[src/hw/rtl/fvm_pkg.sv]
// fvm_pkg: shared types and constants for the fibre lobe voxel metrics block
// no dependencies; imported by fvm_ctrl, fvm_dpath and the top level
package fvm_pkg;

    localparam int DIR_W      = 11;
    localparam int AMP_W      = 16;
    localparam int INT_W      = 24;
    localparam int SUM_W      = 32;
    localparam int SQ_W       = 52;
    localparam int FRAC_W     = 17;
    localparam int CNT_W      = 6;
    localparam int EPOCH_W    = 8;
    localparam int DIV_STEPS  = 40;
    localparam int GFA_STEPS  = 32;
    localparam int SQRT_STEPS = 16;
    localparam logic [FRAC_W-1:0] ONE_Q16 = 17'h10000;

    // request codes
    typedef enum logic [1:0] {
        REQ_SAMPLE    = 2'd0,
        REQ_LOBE_END  = 2'd1,
        REQ_VOXEL_END = 2'd2,
        REQ_UNUSED    = 2'd3
    } t_req;

    typedef enum logic [3:0] {
        ST_SWEEP,
        ST_IDLE,
        ST_RD,
        ST_MOD,
        ST_ACC,
        ST_MUL,
        ST_PREP,
        ST_DIV,
        ST_SQRT,
        ST_EMIT
    } t_state;

    // controller to datapath commands
    typedef struct packed {
        logic capture;
        logic lobe_upd;
        logic smp_rd;
        logic smp_mod;
        logic smp_acc;
        logic vox_mul;
        logic vox_prep;
        logic div_step;
        logic gfa_step;
        logic sqrt_step;
        logic emit;
        logic sweep_wr;
    } t_cmd;

    // datapath to controller status
    typedef struct packed {
        logic sweep_last;
        logic epoch_last;
    } t_stat;

endpackage

[src/hw/rtl/fvm_ctrl.sv]
// fvm_ctrl: sequencing state machine for the voxel metrics block
// depends on fvm_pkg; drives fvm_dpath through t_cmd, watches t_stat
module fvm_ctrl (
    input  logic                        i_clk,
    input  logic                        i_rst_n,
    input  logic                        start,
    input  logic [1:0]                  i_req_type,
    input  fvm_pkg::t_stat              i_stat,
    output fvm_pkg::t_cmd               o_cmd,
    output logic                        busy
);
    import fvm_pkg::*;

    t_state             r_state, n_state;
    logic [CNT_W-1:0]   r_cnt, n_cnt;
    logic               w_accept;

    assign busy     = (r_state != ST_IDLE);
    assign w_accept = start && (r_state == ST_IDLE);

    // state and step counter
    always_ff @(posedge i_clk) begin
        if (!i_rst_n) begin
            r_state <= ST_SWEEP;
            r_cnt   <= '0;
        end else begin
            r_state <= n_state;
            r_cnt   <= n_cnt;
        end
    end

    // next state
    always_comb begin
        n_state = r_state;
        n_cnt   = '0;
        unique case (r_state)
            ST_SWEEP: if (i_stat.sweep_last) n_state = ST_IDLE;
            ST_IDLE: begin
                if (w_accept) begin
                    unique case (i_req_type)
                        REQ_SAMPLE:    n_state = ST_RD;
                        REQ_VOXEL_END: n_state = ST_MUL;
                        default:       n_state = ST_IDLE;
                    endcase
                end
            end
            ST_RD:   n_state = ST_MOD;
            ST_MOD:  n_state = ST_ACC;
            ST_ACC:  n_state = ST_IDLE;
            ST_MUL:  n_state = ST_PREP;
            ST_PREP: n_state = ST_DIV;
            ST_DIV: begin
                if (r_cnt == CNT_W'(DIV_STEPS - 1)) n_state = ST_SQRT;
                else n_cnt = r_cnt + 1'b1;
            end
            ST_SQRT: begin
                if (r_cnt == CNT_W'(SQRT_STEPS - 1)) n_state = ST_EMIT;
                else n_cnt = r_cnt + 1'b1;
            end
            ST_EMIT: n_state = i_stat.epoch_last ? ST_SWEEP : ST_IDLE;
            default: n_state = ST_IDLE;
        endcase
    end

    // command decode
    always_comb begin
        o_cmd          = '0;
        o_cmd.capture  = w_accept;
        o_cmd.lobe_upd = w_accept && (i_req_type == REQ_LOBE_END);
        unique case (r_state)
            ST_SWEEP: o_cmd.sweep_wr  = 1'b1;
            ST_RD:    o_cmd.smp_rd    = 1'b1;
            ST_MOD:   o_cmd.smp_mod   = 1'b1;
            ST_ACC:   o_cmd.smp_acc   = 1'b1;
            ST_MUL:   o_cmd.vox_mul   = 1'b1;
            ST_PREP:  o_cmd.vox_prep  = 1'b1;
            ST_DIV: begin
                o_cmd.div_step = 1'b1;
                o_cmd.gfa_step = (r_cnt < CNT_W'(GFA_STEPS));
            end
            ST_SQRT:  o_cmd.sqrt_step = 1'b1;
            ST_EMIT:  o_cmd.emit      = 1'b1;
            default:  o_cmd.capture   = w_accept;
        endcase
    end

    // emit leads back to idle or to a tag sweep
    a_emit_exit: assert property (@(posedge i_clk) disable iff (!i_rst_n)
        (r_state == ST_EMIT) |=> (r_state == ST_IDLE || r_state == ST_SWEEP))
        else $error("emit did not return to idle or sweep");
    // division runs its full length before the root
    a_div_len: assert property (@(posedge i_clk) disable iff (!i_rst_n)
        (r_state == ST_DIV && r_cnt == CNT_W'(DIV_STEPS - 1)) |=> (r_state == ST_SQRT))
        else $error("division length wrong");
    // at most one memory access per cycle
    a_mem_port: assert property (@(posedge i_clk) disable iff (!i_rst_n)
        $onehot0({o_cmd.smp_rd, o_cmd.smp_mod, o_cmd.sweep_wr}))
        else $error("memory port conflict");

endmodule

[config.mk]
export PLATFORM = sky130hd
export DESIGN_NAME = fvm_ctrl
export DESIGN_NICKNAME = d
export VERILOG_FILES = /design/src/hw/rtl/fvm_pkg.sv /design/src/hw/rtl/fvm_ctrl.sv
export SDC_FILE = /design/constraint.sdc
export NUM_CORES = 1
export LEC_CHECK = 0
export BUFFER_PORTS_ARGS = -buffer_cell sky130_fd_sc_hd__buf_2
export CORE_AREA = 8 8 45 47
export DETAILED_ROUTE_END_ITERATION = 8
export DIE_AREA = 0 0 53 55
export PLACE_DENSITY = 0.79
export SLEW_MARGIN = 30
export SYNTH_ARGS = -nofsm -noshare
export SYNTH_HDL_FRONTEND = slang
export SYNTH_SLANG_ARGS = --single-unit
[constraint.sdc]
create_clock -name i_clk -period 3.3 [get_ports i_clk]
set_clock_uncertainty 0.05 [all_clocks]
set_input_delay 0.99 -clock i_clk [delete_from_list [all_inputs] [get_ports i_clk]]
set_output_delay 0.99 -clock i_clk [all_outputs]
set_load 0.02 [all_outputs]
==> out/metrics.yaml, run 1 <==
p_comb_share_pct: 48.3
hpwl_microns: 1270
p_int_mw: 0.338
cts_resized: 0
place_area_sq_um: 776
fp.dieW_microns: 53
end_kind: "output pin"
routedWlPerCell_microns: 13.9
setup_viol: 0
cts-htree-levels: 1
stdcell_area_sq_um: 812
holdPathStages: 1
p_per_area_mw_per_mm2: 739
postCtsSetupBuffers: 0
cts_sinks: 10
r2r-start: "r_state[0]$_SDFFE_PN0P_"
die-area_sq_mm: 0.00292
hp-start: "r_cnt[0]$_SDFF_PN0_"
fp.coreArea_sq_mm: 0.00138
hp-class: "reg -> reg"
final_common_cell: "buf_2"
cts_buffers: 3
r2r_slack_ps: 1520
min_to: "r_cnt[0]$_SDFF_PN0_"
seqPwrFrac_pct: 33.1
initial_core_util_pct: 49.5
routed_wl_microns: 1630
netSwitchingFraction_pct: 43.7
ys_seq_area_share_pct: 29.3
yosys_warnings: 0
ant_nets: 0
firstDrtPassIters: 4
r2r_cells: 4
min_period_over_period_pct: 82.8
gp_congestion: 0.766
vias_per_cell: 5.62
syn_area_sq_um: 684
relSlewSlack_pct: 69.3
dieHeight_microns: 55
hold_viol_final: 0
insertion_delay_ps: 270
period_minus_slack_ps: 2730
grtUsageTotal_pct: 12.9
worstPathRequired_ps: 2260
synth_nets: 91
worst_slack_ps: 568
netlist_instances: 83
clkPwrFrac_pct: 18.5
clkTransAtPathRegs_ps: 70
finalMaxSlewViolations: 0
outcome: "completed"
start_kind: "flop"
ys_types: 37
rsz0062_at_grt: "no"
setup-tns-final_ps: 0
reg2reg_to: "r_state[3]$_SDFFE_PN0P_"
hold_buffers: 0
grt_pass1_wl_microns: 2820
fillers: 142
drive_gt1_share_pct: 30.7
worstMarginPinSlew_ps: 460
yosys-top-cells-area: "dfxtp_1 29%, nand2b_1 4.6%, nand3b_1 4.4%"
vias: 657
num_rows: 14
nets: 110
synth_top_area_cell: "dfxtp_1"
grt_max_degree: 16
final_cell_mix: "19 x buf_2, 10 x dfxtp_1, 8 x nor2_1"
crit_arrival_ps: 1690
leakagePower_nw: 0.360
ir_drop_mv: 0.465
dp_slack_ps: 688
switchingPower_mw: 0.262
ys_seq_elements: 10
grt_pass1_vias: 669
syn_avg_cell_area_sq_um: 8.25
crit_fanout: 15
crit_type: "reg -> out"
drc: 0
yosysTopAreaCellShare_pct: 29.3
antenna_found_initial: 0
maxCapViolations: 0
overflow: 0
area_growth_pct: 18.6
fmax_mhz: 366
tritoncts: "built"
ios: 20
clock-root-buffer: "clkbuf_4"
power_mw: 0.600
n_antenna_cell: 0
drt_iter0_drc: 14
cp-startpoint: "r_state[0]$_SDFFE_PN0P_"
whs_ps: 427
numPortBuffers: 19
clk_path_buf_depth: 2
[logic make-up after synthesis]
kind of cell / synth area share, %
mux: 1.65
xor+xnor: 5.12
buf+inv: 4.75
simple gates: 37.7
compound gates: 19.7
flops: 29.3
fa+ha+maj: 1.83
[worst max-delay path, cell delays in order, from the launching register on]
cell	delay, ps
dfxtp_1	610
nor2b_1	290
and3_1	210
and3b_1	160
buf_2	160
[registers in the layout, summed over array words and instances (netlist names)]
name     count
r_state      4
r_cnt        6
[metal layers]
metal | share of wire [%] | track usage, % | up-vias | routed length (microns)
li1 | - | - | 334 | -
met1 | 42 | 13.0 | 305 | 688
met2 | 48 | 23.0 | 14 | 780
met3 | 7.1 | 3.21 | 4 | 115
met4 | 2.6 | 9.05 | 0 | 42
met5 | 0 | 0 | - | 0
[per-stage QoR]
step	std cells	util, %
floorplan	83	-
global placement	113	56.1
detailed placement	113	56.1
CTS	117	58.7
global route	117	58.7
finish	117	58.7
[power groups by stage]
stage	Sequential (mW)	Combinational [mW]	Clock, mW
after CTS	0.197	0.292	0.116
after detailed placement	0.199	0.292	0
final	0.199	0.290	0.111
after global placement	0.196	0.285	0
after global routing	0.206	0.319	0.121
after floorplan	0.158	0.267	0
[Yosys cell counts]
library cell   n
and3_1         3
nor3b_1        1
or2_2          1
nand4b_1       1
o2111ai_2      1
nor2_1         8
clkbuf_1       3
a31oi_1        2
or3b_2         1
a21o_1         1
buf_4          1
nor3_1         5
or3_1          1
mux2_2         1
o21a_1         1
o31ai_2        1
and3b_1        2
o21bai_1       2
a21oi_1        4
nand3_1        2
clkinv_2       1
o21a_4         1
ha_1           1
o21ai_0        2
inv_1          1
xnor2_1        3
nand2b_1       5
xor2_1         1
dfxtp_1       10
o311ai_0       1
nor4bb_1       1
nor2b_1        3
or4b_4         1
buf_2          1
nand2_1        4
o221a_1        1
nand3b_1       4
[layout make-up]
class / count / area [sq um] / area share, %
Multi-Input combinational cell: 66 / 452 / 55.6
Sequential cell: 10 / 200 / 24.7
Timing Repair Buffer: 19 / 95.1 / 11.7
Clock buffer: 4 / 36.3 / 4.47
Tap cell: 16 / 20.0 / 2.47
Inverter: 2 / 8.76 / 1.08
[worst max-delay path by stage]
stage	slack, ps	depth (start not counted)	endpoint
6_report	570	4	o_cmd[10]
5_1_grt	460	4	o_cmd[10]
4_1_cts	560	4	o_cmd[10]
3_5_place_dp	690	4	o_cmd[10]
3_3_place_gp	710	4	o_cmd[10]
2_1_floorplan	860	2	o_cmd[10]
Note: power is estimated with default switching activity, not from simulation.
==> inputs of run 2 (changes only) <==
--- a/config.mk
+++ b/config.mk
@@ -6,10 +6,10 @@
 export NUM_CORES = 1
 export LEC_CHECK = 0
 export BUFFER_PORTS_ARGS = -buffer_cell sky130_fd_sc_hd__buf_2
-export CORE_AREA = 8 8 45 47
+export CORE_MARGIN = 8
+export CORE_UTILIZATION = 44
 export DETAILED_ROUTE_END_ITERATION = 8
-export DIE_AREA = 0 0 53 55
-export PLACE_DENSITY = 0.79
+export PLACE_DENSITY = 0.72
 export SLEW_MARGIN = 30
 export SYNTH_ARGS = -nofsm -noshare
 export SYNTH_HDL_FRONTEND = slang
==> constraint.sdc (replaced) <==
create_clock -name i_clk -period 2.45 [get_ports i_clk]
set_clock_uncertainty 0.05 [all_clocks]
set_input_delay 0.735 -clock i_clk [delete_from_list [all_inputs] [get_ports i_clk]]
set_output_delay 0.735 -clock i_clk [all_outputs]
set_load 0.02 [all_outputs]
==> run 2 against run 1 <==
- sequential power increased by 26%
- largest cell class unchanged
- combinational power grew 42%
- register-to-register slack worse by 800 ps
==> out/metrics.yaml, run 2 (same netlist as run 1, synthesis figures left out) <==
outcome: "completed"
relSlewSlack_pct: 75.6
finalMaxSlewViolations: 0
seqPwrFrac_pct: 31.2
cts_resized: 0
grtUsageTotal_pct: 9.23
crit_arrival_ps: 1520
tritoncts: "built"
cts-htree-levels: 1
numPortBuffers: 19
cp-startpoint: "r_state[3]$_SDFFE_PN0P_"
maxCapViolations: 0
place_area_sq_um: 783
r2r_cells: 5
clock-root-buffer: "clkbuf_4"
drt_iter0_drc: 6
n_antenna_cell: 0
setup-tns-final_ps: 0
p_int_mw: 0.464
drive_gt1_share_pct: 31.4
fp.dieW_microns: 55.4
fmax_mhz: 434
grt_pass1_vias: 616
postCtsSetupBuffers: 0
clkPwrFrac_pct: 17.5
grt_max_degree: 14
r2r-start: "r_state[0]$_SDFFE_PN0P_"
reg2reg_to: "r_state[3]$_SDFFE_PN0P_"
nets: 111
r2r_slack_ps: 720
grt_pass1_wl_microns: 2480
insertion_delay_ps: 250
fin_cells: 118
routedWlPerCell_microns: 12.2
hp-class: "reg -> reg"
vias: 659
cts_buffers: 3
period_minus_slack_ps: 2300
vias_per_cell: 5.58
start_kind: "flop"
leakagePower_nw: 0.365
routed_wl_microns: 1440
switchingPower_mw: 0.338
min_period_over_period_pct: 94.1
dieHeight_microns: 55.4
hpwl_microns: 1170
clk_path_buf_depth: 2
clkTransAtPathRegs_ps: 60
hold_viol_final: 0
largest_reg_flops: 6
crit_fanout: 11
ios: 20
initial_core_util_pct: 46.0
cts_sinks: 10
antenna_found_initial: 0
final_cell_mix: "19 x buf_2, 10 x dfxtp_1, 8 x nor2_1"
fp.coreArea_sq_mm: 0.00149
firstDrtPassIters: 4
end_kind: "output pin"
rsz0062_at_grt: "no"
num_rows: 14
critPathCapture: "o_cmd[2]"
setup_viol: 0
ir_drop_mv: 0.495
area_growth_pct: 19.7
crit_type: "reg -> out"
drc: 0
gp_congestion: 0.740
worstPathRequired_ps: 1660
hold_buffers: 0
stdcell_area_sq_um: 820
final_common_cell: "buf_2"
regMostFlops: "r_cnt"
worstMarginPinSlew_ps: 365
power_mw: 0.802
placed_cells: 114
die-area_sq_mm: 0.00307
p_per_area_mw_per_mm2: 978
top_regs: "r_cnt (6), r_state (4)"
ant_nets: 0
netSwitchingFraction_pct: 42.2
p_comb_share_pct: 51.3
overflow: 0
-- run 2: changes by cell type in the layout (fill, tap and decap cells not counted), sizes merged --
cell,previous run,this run
buf,19,20
-- run 2: how the worst min path moves through the flow --
stage                              from             endpoint  slack [ps]  cells after the start
finish              r_cnt[0]$_SDFF_PN0_  r_cnt[0]$_SDFF_PN0_         420                      1
global route        r_cnt[0]$_SDFF_PN0_  r_cnt[0]$_SDFF_PN0_         450                      1
CTS                 r_cnt[0]$_SDFF_PN0_  r_cnt[0]$_SDFF_PN0_         430                      1
detailed placement  r_cnt[0]$_SDFF_PN0_  r_cnt[0]$_SDFF_PN0_         420                      1
global placement    r_cnt[0]$_SDFF_PN0_  r_cnt[0]$_SDFF_PN0_         410                      1
floorplan           r_cnt[0]$_SDFF_PN0_  r_cnt[0]$_SDFF_PN0_         380                      1
-- run 2: cell type report --
cell class	instances	area, sq um
Fill cell	151	669
Timing Repair Buffer	20	103
Clock buffer	4	36.3
Sequential cell	10	200
Multi-Input combinational cell	66	452
Inverter	2	8.76
Tap cell	16	20.0
-- run 2: critical path, cell delays in order, from the launching register on --
cell	delay, ps
dfxtp_1	480
or4b_4	540
clkinv_2	80
buf_2	160
-- run 2: metal layers --
layer  share of wire [%]  up-vias  global-route usage [%]
li1                    -      339                       -
met1                  44      299                    9.40
met2                  44       19                    14.9
met3                  11        2                    5.25
met4                0.76        0                    4.23
met5                   0        -                       0
-- run 2: per-stage QoR --
step / utilization, % / worst slack (ps) / hold slack (ps)
6_report: 55.0 / 146 / 424
2_1_floorplan: - / 418 / 383
4_1_cts: 55.0 / 140 / 432
3_5_place_dp: 52.6 / 361 / 423
5_1_grt: 55.0 / 63.7 / 451
3_3_place_gp: 52.6 / 375 / 407
-- run 2: power by group through the flow --
stage	logic [mW]	clock network [mW]	registers (mW)
3_3_place_gp	0.410	0	0.252
5_1_grt	0.458	0.152	0.260
3_5_place_dp	0.415	0	0.253
6_report	0.411	0.140	0.250
2_1_floorplan	0.359	0	0.212
4_1_cts	0.416	0.148	0.250
